## config.mk

```make
export PLATFORM = sky130hd
export DESIGN_NAME = rgb_layer_blend_flat
export DESIGN_NICKNAME = d
export VERILOG_FILES = /design/src/design/rlb_pkg.sv /design/src/design/rlb_in_if.sv /design/src/design/rlb_out_if.sv /design/src/design/rlb_operand.sv /design/src/design/rlb_product.sv /design/src/design/rlb_divide.sv /design/src/design/rgb_layer_blend.sv /design/src/flat_wrapper.sv
export SDC_FILE = /design/constraint.sdc
export NUM_CORES = 2
export LEC_CHECK = 0
export BUFFER_PORTS_ARGS = -buffer_cell sky130_fd_sc_hd__buf_2
export CAP_MARGIN = 10
export CORE_UTILIZATION = 55
export DETAILED_ROUTE_END_ITERATION = 16
export PLACE_DENSITY_LB_ADDON = 0.25
export SLEW_MARGIN = 20
export SYNTH_ARGS = -nofsm -noshare
export SYNTH_HDL_FRONTEND = slang
export SYNTH_SLANG_ARGS = --single-unit
export TNS_END_PERCENT = 100
```

## constraint.sdc

```tcl
create_clock -name clk -period 10.8 [get_ports clk]
set_input_delay 2.16 -clock clk [delete_from_list [all_inputs] [get_ports clk]]
set_output_delay 2.16 -clock clk [all_outputs]
set_load 0.005 [all_outputs]
```

## src/design/rlb_pkg.sv

```systemverilog
// Shared types and constants for the RGB layer blender.
// Used by every module of the rgb_layer_blend block.
package rlb_pkg;

	localparam int ALPHA_SCALE = 10;

	localparam int CHAN_W = 8;
	localparam int ALPHA_W = 4;
	localparam int MODE_W = 3;
	localparam int CFG_INDEX_W = 1;
	localparam int CFG_DATA_W = 4;
	localparam int NUM_CHAN = 3;

	localparam int SUM_W = 17;
	localparam int QUO_W = 9;
	localparam int RECIP_SHIFT = SUM_W;
	localparam int RECIP_W = RECIP_SHIFT + 1;
	localparam int PROD_W = SUM_W + RECIP_W;

	localparam logic [CHAN_W-1:0] SCALE_B = CHAN_W'(ALPHA_SCALE);
	localparam logic [CHAN_W-1:0] CHAN_MAX = 8'd255;
	localparam logic [CHAN_W-1:0] OVERLAY_SPLIT = 8'd128;
	localparam logic [QUO_W-1:0] DIV_SCALE = QUO_W'(ALPHA_SCALE);
	localparam logic [QUO_W-1:0] DIV_255 = 9'd255;
	localparam logic [RECIP_W-1:0] RECIP_SCALE = RECIP_W'((2 ** RECIP_SHIFT) / ALPHA_SCALE);
	localparam logic [RECIP_W-1:0] RECIP_255 = RECIP_W'((2 ** RECIP_SHIFT) / 255);

	localparam logic [MODE_W-1:0] MODE_PASS = 3'd0;
	localparam logic [MODE_W-1:0] MODE_NORMAL = 3'd1;
	localparam logic [MODE_W-1:0] MODE_MULTIPLY = 3'd2;
	localparam logic [MODE_W-1:0] MODE_SCREEN = 3'd3;
	localparam logic [MODE_W-1:0] MODE_OVERLAY = 3'd4;

	localparam logic [CFG_INDEX_W-1:0] REG_BLEND_MODE = 1'd0;
	localparam logic [CFG_INDEX_W-1:0] REG_ALPHA_STEPS = 1'd1;

	typedef struct packed {
		logic [CHAN_W-1:0] base_red;
		logic [CHAN_W-1:0] base_green;
		logic [CHAN_W-1:0] base_blue;
		logic [CHAN_W-1:0] over_red;
		logic [CHAN_W-1:0] over_green;
		logic [CHAN_W-1:0] over_blue;
	} layers_t;

	typedef struct packed {
		logic [CHAN_W-1:0] out_red;
		logic [CHAN_W-1:0] out_green;
		logic [CHAN_W-1:0] out_blue;
	} pixel_t;

	typedef struct packed {
		logic [CHAN_W-1:0] x;
		logic [CHAN_W-1:0] y;
		logic [CHAN_W-1:0] v;
		logic [CHAN_W-1:0] base;
		logic dbl;
		logic invert;
	} op_chan_t;

	typedef struct packed {
		op_chan_t [NUM_CHAN-1:0] ch;
		logic [ALPHA_W-1:0] a;
		logic norm;
		logic pass;
	} op_beat_t;

	typedef struct packed {
		logic [SUM_W-1:0] n;
		logic [CHAN_W-1:0] base;
		logic invert;
	} sum_chan_t;

	typedef struct packed {
		sum_chan_t [NUM_CHAN-1:0] ch;
		logic norm;
		logic pass;
	} sum_beat_t;

	typedef struct packed {
		logic [SUM_W-1:0] n;
		logic [QUO_W-1:0] q_est;
		logic [CHAN_W-1:0] base;
		logic invert;
	} quo_chan_t;

	typedef struct packed {
		quo_chan_t [NUM_CHAN-1:0] ch;
		logic norm;
		logic pass;
	} quo_beat_t;

endpackage

```

## src/design/rlb_in_if.sv

```systemverilog
// Input stream interface: one base pixel and one overlay pixel per beat.
// Depends on rlb_pkg for the channel width.
interface rlb_in_if;
	logic valid;
	logic ready;
	logic [rlb_pkg::CHAN_W-1:0] base_red;
	logic [rlb_pkg::CHAN_W-1:0] base_green;
	logic [rlb_pkg::CHAN_W-1:0] base_blue;
	logic [rlb_pkg::CHAN_W-1:0] over_red;
	logic [rlb_pkg::CHAN_W-1:0] over_green;
	logic [rlb_pkg::CHAN_W-1:0] over_blue;

	modport source (output valid, base_red, base_green, base_blue,
		over_red, over_green, over_blue, input ready);
	modport sink (input valid, base_red, base_green, base_blue,
		over_red, over_green, over_blue, output ready);
endinterface

```

## src/design/rlb_out_if.sv

```systemverilog
// Output stream interface: one blended pixel per beat.
// Depends on rlb_pkg for the channel width.
interface rlb_out_if;
	logic valid;
	logic ready;
	logic [rlb_pkg::CHAN_W-1:0] out_red;
	logic [rlb_pkg::CHAN_W-1:0] out_green;
	logic [rlb_pkg::CHAN_W-1:0] out_blue;

	modport source (output valid, out_red, out_green, out_blue, input ready);
	modport sink (input valid, out_red, out_green, out_blue, output ready);
endinterface

```

## src/design/rlb_operand.sv

```systemverilog
// Stage 1: decode the blend mode and pick multiplier operands per channel.
// Depends on rlb_pkg.
module rlb_operand (
	input  logic                         clk,
	input  logic                         arst_n,
	input  logic                         in_valid,
	output logic                         in_ready,
	input  rlb_pkg::layers_t             layers,
	input  logic [rlb_pkg::MODE_W-1:0]   mode,
	input  logic [rlb_pkg::ALPHA_W-1:0]  alpha,
	output logic                         out_valid,
	input  logic                         out_ready,
	output rlb_pkg::op_beat_t            beat
);

	logic v_s1;
	rlb_pkg::op_beat_t beat_s1;
	rlb_pkg::op_beat_t next;
	logic [rlb_pkg::CHAN_W-1:0] b [rlb_pkg::NUM_CHAN];
	logic [rlb_pkg::CHAN_W-1:0] o [rlb_pkg::NUM_CHAN];
	logic [rlb_pkg::ALPHA_W-1:0] a_cl;
	logic [rlb_pkg::CHAN_W-1:0] inv_a;

	assign b[2] = layers.base_red;
	assign b[1] = layers.base_green;
	assign b[0] = layers.base_blue;
	assign o[2] = layers.over_red;
	assign o[1] = layers.over_green;
	assign o[0] = layers.over_blue;

	// clamp opacity to full scale
	assign a_cl = ({4'b0, alpha} > rlb_pkg::SCALE_B) ?
		rlb_pkg::SCALE_B[rlb_pkg::ALPHA_W-1:0] : alpha;
	assign inv_a = rlb_pkg::SCALE_B - {4'b0, a_cl};

	always_comb begin
		next = '0;
		next.pass = 1'b0;
		next.norm = 1'b0;
		next.a = '0;
		unique case (mode)
			rlb_pkg::MODE_NORMAL: begin
				next.norm = 1'b1;
				next.a = a_cl;
			end
			rlb_pkg::MODE_MULTIPLY, rlb_pkg::MODE_SCREEN, rlb_pkg::MODE_OVERLAY: begin
				next.pass = 1'b0;
			end
			default: begin
				next.pass = 1'b1;
			end
		endcase
		for (int c = 0; c < rlb_pkg::NUM_CHAN; c++) begin
			next.ch[c].base = b[c];
			next.ch[c].v = o[c];
			next.ch[c].x = b[c];
			next.ch[c].y = o[c];
			next.ch[c].dbl = 1'b0;
			next.ch[c].invert = 1'b0;
			unique case (mode)
				rlb_pkg::MODE_NORMAL: begin
					next.ch[c].x = inv_a;
					next.ch[c].y = b[c];
				end
				rlb_pkg::MODE_SCREEN: begin
					next.ch[c].x = rlb_pkg::CHAN_MAX - b[c];
					next.ch[c].y = rlb_pkg::CHAN_MAX - o[c];
					next.ch[c].invert = 1'b1;
				end
				rlb_pkg::MODE_OVERLAY: begin
					next.ch[c].dbl = 1'b1;
					if (b[c] >= rlb_pkg::OVERLAY_SPLIT) begin
						next.ch[c].x = rlb_pkg::CHAN_MAX - b[c];
						next.ch[c].y = rlb_pkg::CHAN_MAX - o[c];
						next.ch[c].invert = 1'b1;
					end
				end
				default: begin
					next.ch[c].dbl = 1'b0;
				end
			endcase
		end
	end

	assign in_ready = !v_s1 || out_ready;

	always_ff @(posedge clk or negedge arst_n) begin
		if (!arst_n) begin
			v_s1 <= 1'b0;
		end else if (in_ready) begin
			v_s1 <= in_valid;
		end
	end

	always_ff @(posedge clk) begin
		if (in_ready && in_valid) begin
			beat_s1 <= next;
		end
	end

	assign out_valid = v_s1;
	assign beat = beat_s1;

endmodule

```

## src/design/rlb_product.sv

```systemverilog
// Stage 2: form the blend numerator per channel from two small products.
// Depends on rlb_pkg.
module rlb_product (
	input  logic                  clk,
	input  logic                  arst_n,
	input  logic                  in_valid,
	output logic                  in_ready,
	input  rlb_pkg::op_beat_t     in_beat,
	output logic                  out_valid,
	input  logic                  out_ready,
	output rlb_pkg::sum_beat_t    beat
);

	logic v_s2;
	rlb_pkg::sum_beat_t beat_s2;
	rlb_pkg::sum_beat_t next;
	logic [15:0] p1 [rlb_pkg::NUM_CHAN];
	logic [11:0] p2 [rlb_pkg::NUM_CHAN];

	always_comb begin
		next.norm = in_beat.norm;
		next.pass = in_beat.pass;
		for (int c = 0; c < rlb_pkg::NUM_CHAN; c++) begin
			p1[c] = {8'b0, in_beat.ch[c].x} * {8'b0, in_beat.ch[c].y};
			p2[c] = {8'b0, in_beat.a} * {4'b0, in_beat.ch[c].v};
			next.ch[c].n = (in_beat.ch[c].dbl ? {p1[c], 1'b0} : {1'b0, p1[c]})
				+ {5'b0, p2[c]};
			next.ch[c].base = in_beat.ch[c].base;
			next.ch[c].invert = in_beat.ch[c].invert;
		end
	end

	assign in_ready = !v_s2 || out_ready;

	always_ff @(posedge clk or negedge arst_n) begin
		if (!arst_n) begin
			v_s2 <= 1'b0;
		end else if (in_ready) begin
			v_s2 <= in_valid;
		end
	end

	always_ff @(posedge clk) begin
		if (in_ready && in_valid) begin
			beat_s2 <= next;
		end
	end

	assign out_valid = v_s2;
	assign beat = beat_s2;

endmodule

```

## src/design/rlb_divide.sv

```systemverilog
// Stages 3 and 4: divide by 255 or by the alpha scale through a reciprocal,
// correct by one, and finish the result. Depends on rlb_pkg.
module rlb_divide (
	input  logic                  clk,
	input  logic                  arst_n,
	input  logic                  in_valid,
	output logic                  in_ready,
	input  rlb_pkg::sum_beat_t    in_beat,
	output logic                  out_valid,
	input  logic                  out_ready,
	output rlb_pkg::pixel_t       pixel
);

	logic v_s3;
	logic v_s4;
	logic ready_s4;
	rlb_pkg::quo_beat_t beat_s3;
	rlb_pkg::quo_beat_t next3;
	rlb_pkg::pixel_t pix_s4;
	rlb_pkg::pixel_t next4;
	logic [rlb_pkg::RECIP_W-1:0] recip;
	logic [rlb_pkg::PROD_W-1:0] prod [rlb_pkg::NUM_CHAN];
	logic [rlb_pkg::QUO_W-1:0] div;
	logic [rlb_pkg::SUM_W-1:0] qd [rlb_pkg::NUM_CHAN];
	logic [rlb_pkg::SUM_W-1:0] rem [rlb_pkg::NUM_CHAN];
	logic [rlb_pkg::QUO_W-1:0] q_fix [rlb_pkg::NUM_CHAN];
	logic [rlb_pkg::CHAN_W-1:0] res [rlb_pkg::NUM_CHAN];

	assign recip = in_beat.norm ? rlb_pkg::RECIP_SCALE : rlb_pkg::RECIP_255;

	always_comb begin
		next3.norm = in_beat.norm;
		next3.pass = in_beat.pass;
		for (int c = 0; c < rlb_pkg::NUM_CHAN; c++) begin
			prod[c] = rlb_pkg::PROD_W'(in_beat.ch[c].n) * rlb_pkg::PROD_W'(recip);
			next3.ch[c].n = in_beat.ch[c].n;
			next3.ch[c].q_est = prod[c][rlb_pkg::RECIP_SHIFT +: rlb_pkg::QUO_W];
			next3.ch[c].base = in_beat.ch[c].base;
			next3.ch[c].invert = in_beat.ch[c].invert;
		end
	end

	assign div = beat_s3.norm ? rlb_pkg::DIV_SCALE : rlb_pkg::DIV_255;

	// the estimate is low by at most one: fix with one compare
	always_comb begin
		for (int c = 0; c < rlb_pkg::NUM_CHAN; c++) begin
			qd[c] = rlb_pkg::SUM_W'({8'b0, beat_s3.ch[c].q_est} * {8'b0, div});
			rem[c] = beat_s3.ch[c].n - qd[c];
			q_fix[c] = beat_s3.ch[c].q_est
				+ rlb_pkg::QUO_W'(rem[c] >= rlb_pkg::SUM_W'(div));
			if (beat_s3.pass) begin
				res[c] = beat_s3.ch[c].base;
			end else if (beat_s3.ch[c].invert) begin
				res[c] = rlb_pkg::CHAN_MAX - q_fix[c][rlb_pkg::CHAN_W-1:0];
			end else begin
				res[c] = q_fix[c][rlb_pkg::CHAN_W-1:0];
			end
		end
		next4.out_red = res[2];
		next4.out_green = res[1];
		next4.out_blue = res[0];
	end

	assign ready_s4 = !v_s4 || out_ready;
	assign in_ready = !v_s3 || ready_s4;

	always_ff @(posedge clk or negedge arst_n) begin
		if (!arst_n) begin
			v_s3 <= 1'b0;
			v_s4 <= 1'b0;
		end else begin
			if (in_ready) begin
				v_s3 <= in_valid;
			end
			if (ready_s4) begin
				v_s4 <= v_s3;
			end
		end
	end

	always_ff @(posedge clk) begin
		if (in_ready && in_valid) begin
			beat_s3 <= next3;
		end
		if (ready_s4 && v_s3) begin
			pix_s4 <= next4;
		end
	end

	assign out_valid = v_s4;
	assign pixel = pix_s4;

`ifndef SYNTHESIS
	a_rem_bound: assert property (@(posedge clk) disable iff (!arst_n)
		v_s3 |-> (rem[0] < {7'b0, div, 1'b0}) && (rem[1] < {7'b0, div, 1'b0})
			&& (rem[2] < {7'b0, div, 1'b0}))
		else $error("quotient estimate off by more than one");
	a_quo_fits: assert property (@(posedge clk) disable iff (!arst_n)
		v_s3 && !beat_s3.pass |-> (q_fix[0] <= 9'd255) && (q_fix[1] <= 9'd255)
			&& (q_fix[2] <= 9'd255))
		else $error("blend quotient exceeds channel range");
	a_s3_hold: assert property (@(posedge clk) disable iff (!arst_n)
		v_s3 && !ready_s4 |=> v_s3 && $stable(beat_s3))
		else $error("stage 3 beat lost while stage 4 stalled");
`endif

endmodule

```

## src/design/rgb_layer_blend.sv

```systemverilog
// RGB layer blender top level: configuration registers and the four-stage
// blend pipeline. Depends on rlb_pkg, rlb_in_if, rlb_out_if, rlb_operand,
// rlb_product and rlb_divide.
//
// Usage: the layers channel carries one base pixel and one overlay pixel
// per beat; the blended channel returns one RGB888 pixel per beat, in order.
// blend_mode (index 0) picks pass-through, normal, multiply, screen or
// overlay; alpha_steps (index 1) sets the normal-mode opacity in steps of
// 1/ALPHA_SCALE. Write them through write_en/reg_index/write_data while the
// pipeline is empty; each beat takes the settings at its acceptance.
// Path: an accepted beat passes through the operand, product, reciprocal
// multiply and correct/output stages, one register each, and is valid on
// the output from the correct/output stage register.
// Throughput: one pixel per clock while the receiver holds ready high;
// every stage takes a new beat each cycle its successor moves on, and the
// multiplies are split over the product, reciprocal and correction stages.
// Reset: all stage valid bits clear, blend_mode returns to pass-through and
// alpha_steps to zero.
// Stall: when the receiver holds ready low, each stage keeps its beat; the
// pipeline keeps accepting until the bubbles are filled, then ready drops.
module rgb_layer_blend (
	input  logic                             clk,
	input  logic                             arst_n,
	rlb_in_if.sink                           layers,
	rlb_out_if.source                        blended,
	input  logic                             write_en,
	input  logic [rlb_pkg::CFG_INDEX_W-1:0]  reg_index,
	input  logic [rlb_pkg::CFG_DATA_W-1:0]   write_data
);

	logic [rlb_pkg::MODE_W-1:0] blend_mode_q;
	logic [rlb_pkg::ALPHA_W-1:0] alpha_steps_q;
	rlb_pkg::layers_t in_pix;
	rlb_pkg::op_beat_t op_beat;
	rlb_pkg::sum_beat_t sum_beat;
	rlb_pkg::pixel_t out_pix;
	logic op_valid;
	logic op_ready;
	logic sum_valid;
	logic sum_ready;

	always_ff @(posedge clk or negedge arst_n) begin
		if (!arst_n) begin
			blend_mode_q <= rlb_pkg::MODE_PASS;
			alpha_steps_q <= '0;
		end else if (write_en) begin
			unique case (reg_index)
				rlb_pkg::REG_BLEND_MODE: begin
					blend_mode_q <= write_data[rlb_pkg::MODE_W-1:0];
				end
				rlb_pkg::REG_ALPHA_STEPS: begin
					alpha_steps_q <= write_data[rlb_pkg::ALPHA_W-1:0];
				end
				default: begin
					alpha_steps_q <= alpha_steps_q;
				end
			endcase
		end
	end

	assign in_pix.base_red = layers.base_red;
	assign in_pix.base_green = layers.base_green;
	assign in_pix.base_blue = layers.base_blue;
	assign in_pix.over_red = layers.over_red;
	assign in_pix.over_green = layers.over_green;
	assign in_pix.over_blue = layers.over_blue;

	rlb_operand u_operand (
		.clk       (clk),
		.arst_n    (arst_n),
		.in_valid  (layers.valid),
		.in_ready  (layers.ready),
		.layers    (in_pix),
		.mode      (blend_mode_q),
		.alpha     (alpha_steps_q),
		.out_valid (op_valid),
		.out_ready (op_ready),
		.beat      (op_beat)
	);

	rlb_product u_product (
		.clk       (clk),
		.arst_n    (arst_n),
		.in_valid  (op_valid),
		.in_ready  (op_ready),
		.in_beat   (op_beat),
		.out_valid (sum_valid),
		.out_ready (sum_ready),
		.beat      (sum_beat)
	);

	rlb_divide u_divide (
		.clk       (clk),
		.arst_n    (arst_n),
		.in_valid  (sum_valid),
		.in_ready  (sum_ready),
		.in_beat   (sum_beat),
		.out_valid (blended.valid),
		.out_ready (blended.ready),
		.pixel     (out_pix)
	);

	assign blended.out_red = out_pix.out_red;
	assign blended.out_green = out_pix.out_green;
	assign blended.out_blue = out_pix.out_blue;

endmodule
```

## src/flat_wrapper.sv

```systemverilog
// flat-port wrapper written by rule: the top's interface ports become plain ports
module rgb_layer_blend_flat 
  (clk, arst_n, write_en, reg_index, write_data, layers_valid, layers_base_red, layers_base_green, layers_base_blue, layers_over_red, layers_over_green, layers_over_blue, layers_ready, blended_valid, blended_out_red, blended_out_green, blended_out_blue, blended_ready);
  rlb_in_if layers_i ();
  rlb_out_if blended_i ();
  input  logic clk;
  input  logic arst_n;
  input  logic write_en;
  input  logic [rlb_pkg::CFG_INDEX_W-1:0] reg_index;
  input  logic [rlb_pkg::CFG_DATA_W-1:0] write_data;
  input wire logic [$bits(layers_i.valid)-1:0] layers_valid;
  input wire logic [$bits(layers_i.base_red)-1:0] layers_base_red;
  input wire logic [$bits(layers_i.base_green)-1:0] layers_base_green;
  input wire logic [$bits(layers_i.base_blue)-1:0] layers_base_blue;
  input wire logic [$bits(layers_i.over_red)-1:0] layers_over_red;
  input wire logic [$bits(layers_i.over_green)-1:0] layers_over_green;
  input wire logic [$bits(layers_i.over_blue)-1:0] layers_over_blue;
  output wire logic [$bits(layers_i.ready)-1:0] layers_ready;
  output wire logic [$bits(blended_i.valid)-1:0] blended_valid;
  output wire logic [$bits(blended_i.out_red)-1:0] blended_out_red;
  output wire logic [$bits(blended_i.out_green)-1:0] blended_out_green;
  output wire logic [$bits(blended_i.out_blue)-1:0] blended_out_blue;
  input wire logic [$bits(blended_i.ready)-1:0] blended_ready;
  assign layers_i.valid = layers_valid;
  assign layers_i.base_red = layers_base_red;
  assign layers_i.base_green = layers_base_green;
  assign layers_i.base_blue = layers_base_blue;
  assign layers_i.over_red = layers_over_red;
  assign layers_i.over_green = layers_over_green;
  assign layers_i.over_blue = layers_over_blue;
  assign layers_ready = layers_i.ready;
  assign blended_valid = blended_i.valid;
  assign blended_out_red = blended_i.out_red;
  assign blended_out_green = blended_i.out_green;
  assign blended_out_blue = blended_i.out_blue;
  assign blended_i.ready = blended_ready;
  rgb_layer_blend u_core (.clk(clk), .arst_n(arst_n), .layers(layers_i), .blended(blended_i), .write_en(write_en), .reg_index(reg_index), .write_data(write_data));
endmodule
```

# Word level (Yosys, flattened, before mapping)
# Index checks and enable logic that the tools add are counted.
[op_classes] addsub=19 multipliers=12 n_lt_le_gt_ge=7 n_eq_ne=4 mux=27 n_bitwise=1 reduce_logical=15
[ops] op="$pmux 16 s3" n=3
[ops] op="$mul 17x18->26" n=3
[ops] op="$sub 8x8->8 const A" n=9
[ops] op="$mux 8" n=7
[ops] op="$add 17x12->17" n=3
[ops] op="$ge 17x8->1" n=3
[ops] op="$mul 9x8->17" n=3
[ops] op="$mux 17" n=3
[ops] op="$sub 17x17->17" n=3
[ops] op="$mul 8x8->16" n=3
[ops] op="$mux 16" n=3
[ops] op="$mul 4x8->12" n=3
[ops] op="$add 8x1->8" n=3
[ops] op="$ge 8x8->1 const B" n=3
[ops] op="$mux 14" n=1
[ops] op="$eq 3x2->1 const B" n=2
[ops] op="$mux 1" n=6
[ops] op="$pmux 1 s2" n=3
[ops] op="$sub 4x4->5 const A" n=1
[ops] op="$gt 4x4->1 const B" n=1
[ops] op="$logic_and 1x1->1" n=4
[ops] op="$logic_not 1->1" n=4
[ops] op="$logic_or 1x1->1" n=4
[ops] op="$mux 4" n=1
[ops] op="other kinds (5)" n=6
[word_totals] regBits=328 input_bits=58 out_inout_bits=26 word_cells=138

# Longest topological paths before layout
[logic_depth] word_depth=8 mapped_depth=31 mapped_depth_nobuf=31

# Hierarchy
# Synthesis repeated with hierarchy kept, for this count alone.
[hier_totals] hier_cells=4184 hier_area_um2=43190.2
[modules_own_cells] module="rlb_divide" n_inst=1 cells_each=2331 area_per_inst_um2=24232.0 seq_area_each_um2=3983.8
[modules_own_cells] module="rlb_product" n_inst=1 cells_each=1378 area_per_inst_um2=13301.5 seq_area_each_um2=2427.3
[modules_own_cells] module="rlb_operand" n_inst=1 cells_each=459 area_per_inst_um2=5367.6 seq_area_each_um2=3208.1
[modules_own_cells] module="rgb_layer_blend" n_inst=1 cells_each=16 area_per_inst_um2=289.0 seq_area_each_um2=175.2

# Worst setup path before layout
# OpenSTA, ideal clock, no wires.
[synth_path] path_type="flip-flop to flip-flop" startpoint="reg u_core.u_divide.beat_s3[1] (netlist bit)" endpoint="reg u_core.u_divide.pix_s4, in the netlist u_core.u_divide.pixel[4] (data pin)" setup_ps=260 arrival_time_ps=7069 required_time_ps=10540 setup_slack_ps=3472 stages_incl_launch_ff=31 n_path_buf=1 synth_period_minus_slack_ps=7328 cell_sequence="edfxtp_1 -> inv_2 -> buf_1 -> nand2_1 -> fa_1 -> inv_1 -> fa_1 -> inv_1 -> fa_1 -> inv_1 -> fa_1 -> inv_1 -> ha_1 -> and2_1 -> a31oi_1 -> o21ai_1 -> nor2_1 -> xnor2_1 -> ha_1 -> a221oi_1 -> nand4_1 -> a2111oi_0 -> o211ai_1 -> nor4_1 -> nand3_1 -> a211o_1 -> ha_1 -> ha_1 -> and3_1 -> xnor2_1 -> mux2_2"
[synth_rtl] element="start, declared" line="rlb_divide.sv:17" source="rlb_pkg::quo_beat_t beat_s3;"
[synth_rtl] element="start signal, assigned" line="rlb_divide.sv:84" source="beat_s3 <= next3;"
[synth_rtl] element="end signal, assigned" line="rlb_divide.sv:87" source="pix_s4 <= next4;"
[synth_rtl] element="end, declared" line="rlb_divide.sv:19" source="rlb_pkg::pixel_t pix_s4;"

==> reports/qor.txt <==
Top cells by area, synth - fa_1 25%, edfxtp_1 23%, ha_1 20%
Row count - 101
Slowest stage delay, CP - 550 ps
Crit path time final - 7430 ps
First DRT Iteration DRCs - 1626
# fillers - 6376
CTS max path bufs - 3
Hold_buf cts - 0
Hold crit path type - reg -> reg
Post-layout nets - 5414
Fin Clk Skew - 19.4 ps
Syn_area_per_cell - 10.3 um^2
Setup crit end kind - register
Worst path slowest cell - fa_1
Core area - 75900 um^2
Synth Instances - 4085
GRT Total Usage - 23.3%
Residual DRC - 0
CP required - 11100 ps
Setup-failing EPs final - 0
Antenna viol nets, final - 0
CP Max Fanout - 30
Placed cell area - 43800 um^2
Placer Congestion - 0.910
Most frequent cells in the layout - 827 x inv_1, 669 x ha_1, 531 x fa_1
Crit path DAT - 7740 ps
CP Class - reg -> reg
Syn Nets - 5343
Asr flop ratio synth - 3.35%
Area grow syn2layout - 6.50%
Setup_tns - 0 ps
Worst-margin pin slew - 1040 ps
Startpoint class of the critical path - register
GR Overflow Total - 0
Overall die area - 77800 um^2
Die extent in y - 279 um
Die width - 279 um
Cell accounting for the most synthesized area - fa_1
CP delay by family, top - adder cells
Number of flops mapped to enable cells by yosys - 317
Via count - 27908
Root buffer cell - clkbuf_16
First-pass GRT wire length - 145000 um
Vias in the first global route - 28575
Layout cell share with drive strength beyond 1 - 5.07%
Routed len/inst - 16.8 um
Clock transition at path regs - 60 ps
Leading cell type in the layout, fill and taps excluded - inv_1
Status - finished, final reports clean
WL final - 87700 um
Max transition margin - 30.6%
PortBufs - 83
DP HPWL - 73800 um
Yosys warns - 0
Number of max-cap violations - 0
Final Instance Area - 44900 um^2
Largest net degree at the start of global routing - 70
Hold Fails Final Rpt - 0
Mapped Area - 42200 um^2
Final Max Tran Viols - 0
Tcrit/Tclk final - 68.8%
Share of the synthesized area in the top cell type - 25.2%
Buf/Inv on CP - 6
Fmax - 135 MHz
RSZ-0062 raised after global routing - false
Initial DRT Pass Iterations - 5
Via density - 5.35
# Post-CTS Setup Buffers - 0
CTS Buf Count - 37
Post_cts resized - 0
Initial Utilization - 55.6%
Antenna violations before repair - 4
Clk_lat worst skew - 560 ps
Yosys reg bits - 328
I/O pin cnt - 84
Top FF cell, synth - edfxtp_1
Sequential share of the synthesized area - 23.2%
Post-synthesis cell type count - 85
Clock sinks - 328
H-tree depth - 2
CTS tree - yes
-- stage by stage --
stage	setup slack [ps]	hold WS [ps]	std cells	util [%]
3_3_place_gp	3460	402	5147	57.6
3_5_place_dp	3400	405	5147	57.6
2_1_floorplan	3470	400	4085	-
5_1_grt	2810	425	5214	59.2
6_report	3370	414	5214	59.2
4_1_cts	3380	415	5213	59.2
-- cell families (layout without fill, tap and decap cells) --
logic type,after synthesis,count (layout),share of synthesized area (%)
compound gates,481,481,7.52
xor+xnor,208,208,4.34
fa+ha+maj,1203,1203,45.1
buf+inv,893,991,7.97
flops,328,328,23.2
mux,50,50,1.26
other cells,0,1,0
simple gates,922,922,10.6
-- metal layers --
layer | track usage, % | vias to the layer above | part of all wire (%)
met1 | 33.2 | 13582 | 46
met3 | 2.14 | 102 | 5.2
met5 | 0 | - | 0
met4 | 5.51 | 0 | 1.9
li1 | - | 13554 | -
met2 | 38.6 | 670 | 47
-- synth_stat cells (18+ instances only) --
master	count
a21oi_1	123
nand2_1	335
ha_1	669
nor2b_1	24
and3_1	19
mux2i_1	26
o21ai_0	118
o21ai_1	18
o21a_1	22
a21o_1	36
xnor2_1	146
nor2_1	163
xor2_1	61
mux2_2	24
fa_1	531
edfxtp_1	317
nand3_1	44
and2_1	203
nor3_1	34
inv_1	827
nand2b_1	21
o211ai_1	18
clkbuf_1	55
-- worst paths after layout --
check | start | slack [ps] | end | depth (start not counted)
worst max-delay path | u_core.u_divide.beat_s3[1]$_DFFE_PP_ | 3370 | u_core.u_divide.pixel[4]$_DFFE_PP_ | 30
min in group asynchronous | arst_n | 1490 | u_core.blend_mode_q[0]$_DFFE_PN0P_ | 1
max in group asynchronous | arst_n | 9050 | u_core.u_divide.v_s3$_DFFE_PN0P_ | 1
worst max register to register | u_core.u_divide.beat_s3[1]$_DFFE_PP_ | 3370 | u_core.u_divide.pixel[4]$_DFFE_PP_ | 30
worst min register to register | u_core.u_operand.beat[8]$_DFFE_PP_ | 410 | u_core.u_product.beat[3]$_DFFE_PP_ | 0
worst min-delay path | u_core.u_operand.beat[8]$_DFFE_PP_ | 410 | u_core.u_product.beat[3]$_DFFE_PP_ | 0
-- flip-flops by register name, summed over array words and instances, names as in the netlist --
name / cells
u_core.u_divide.out_valid: 1
u_core.alpha_steps_q: 4
u_core.u_operand.out_valid: 1
u_core.u_divide.pixel: 24
u_core.blend_mode_q: 3
u_core.u_divide.beat_s3: 107
u_core.u_product.beat: 80
u_core.u_operand.beat: 106
u_core.u_product.out_valid: 1
u_core.u_divide.v_s3: 1
-- layout make-up --
cell class	instances	area, um^2	share of cell area [%]
clock buffer	40	937	2.09
inverter	831	3120	6.94
antenna	1	2.50	0.00557
multi-input combinational	2864	29100	64.7
timing repair buffer	94	498	1.11
sequential	328	9790	21.8
tap	1030	1290	2.87
clock inverter	26	244	0.543
Power is left out: the tool's default activity adds up to more than one toggle a clock period on the data nets, which glitch-free logic cannot reach.
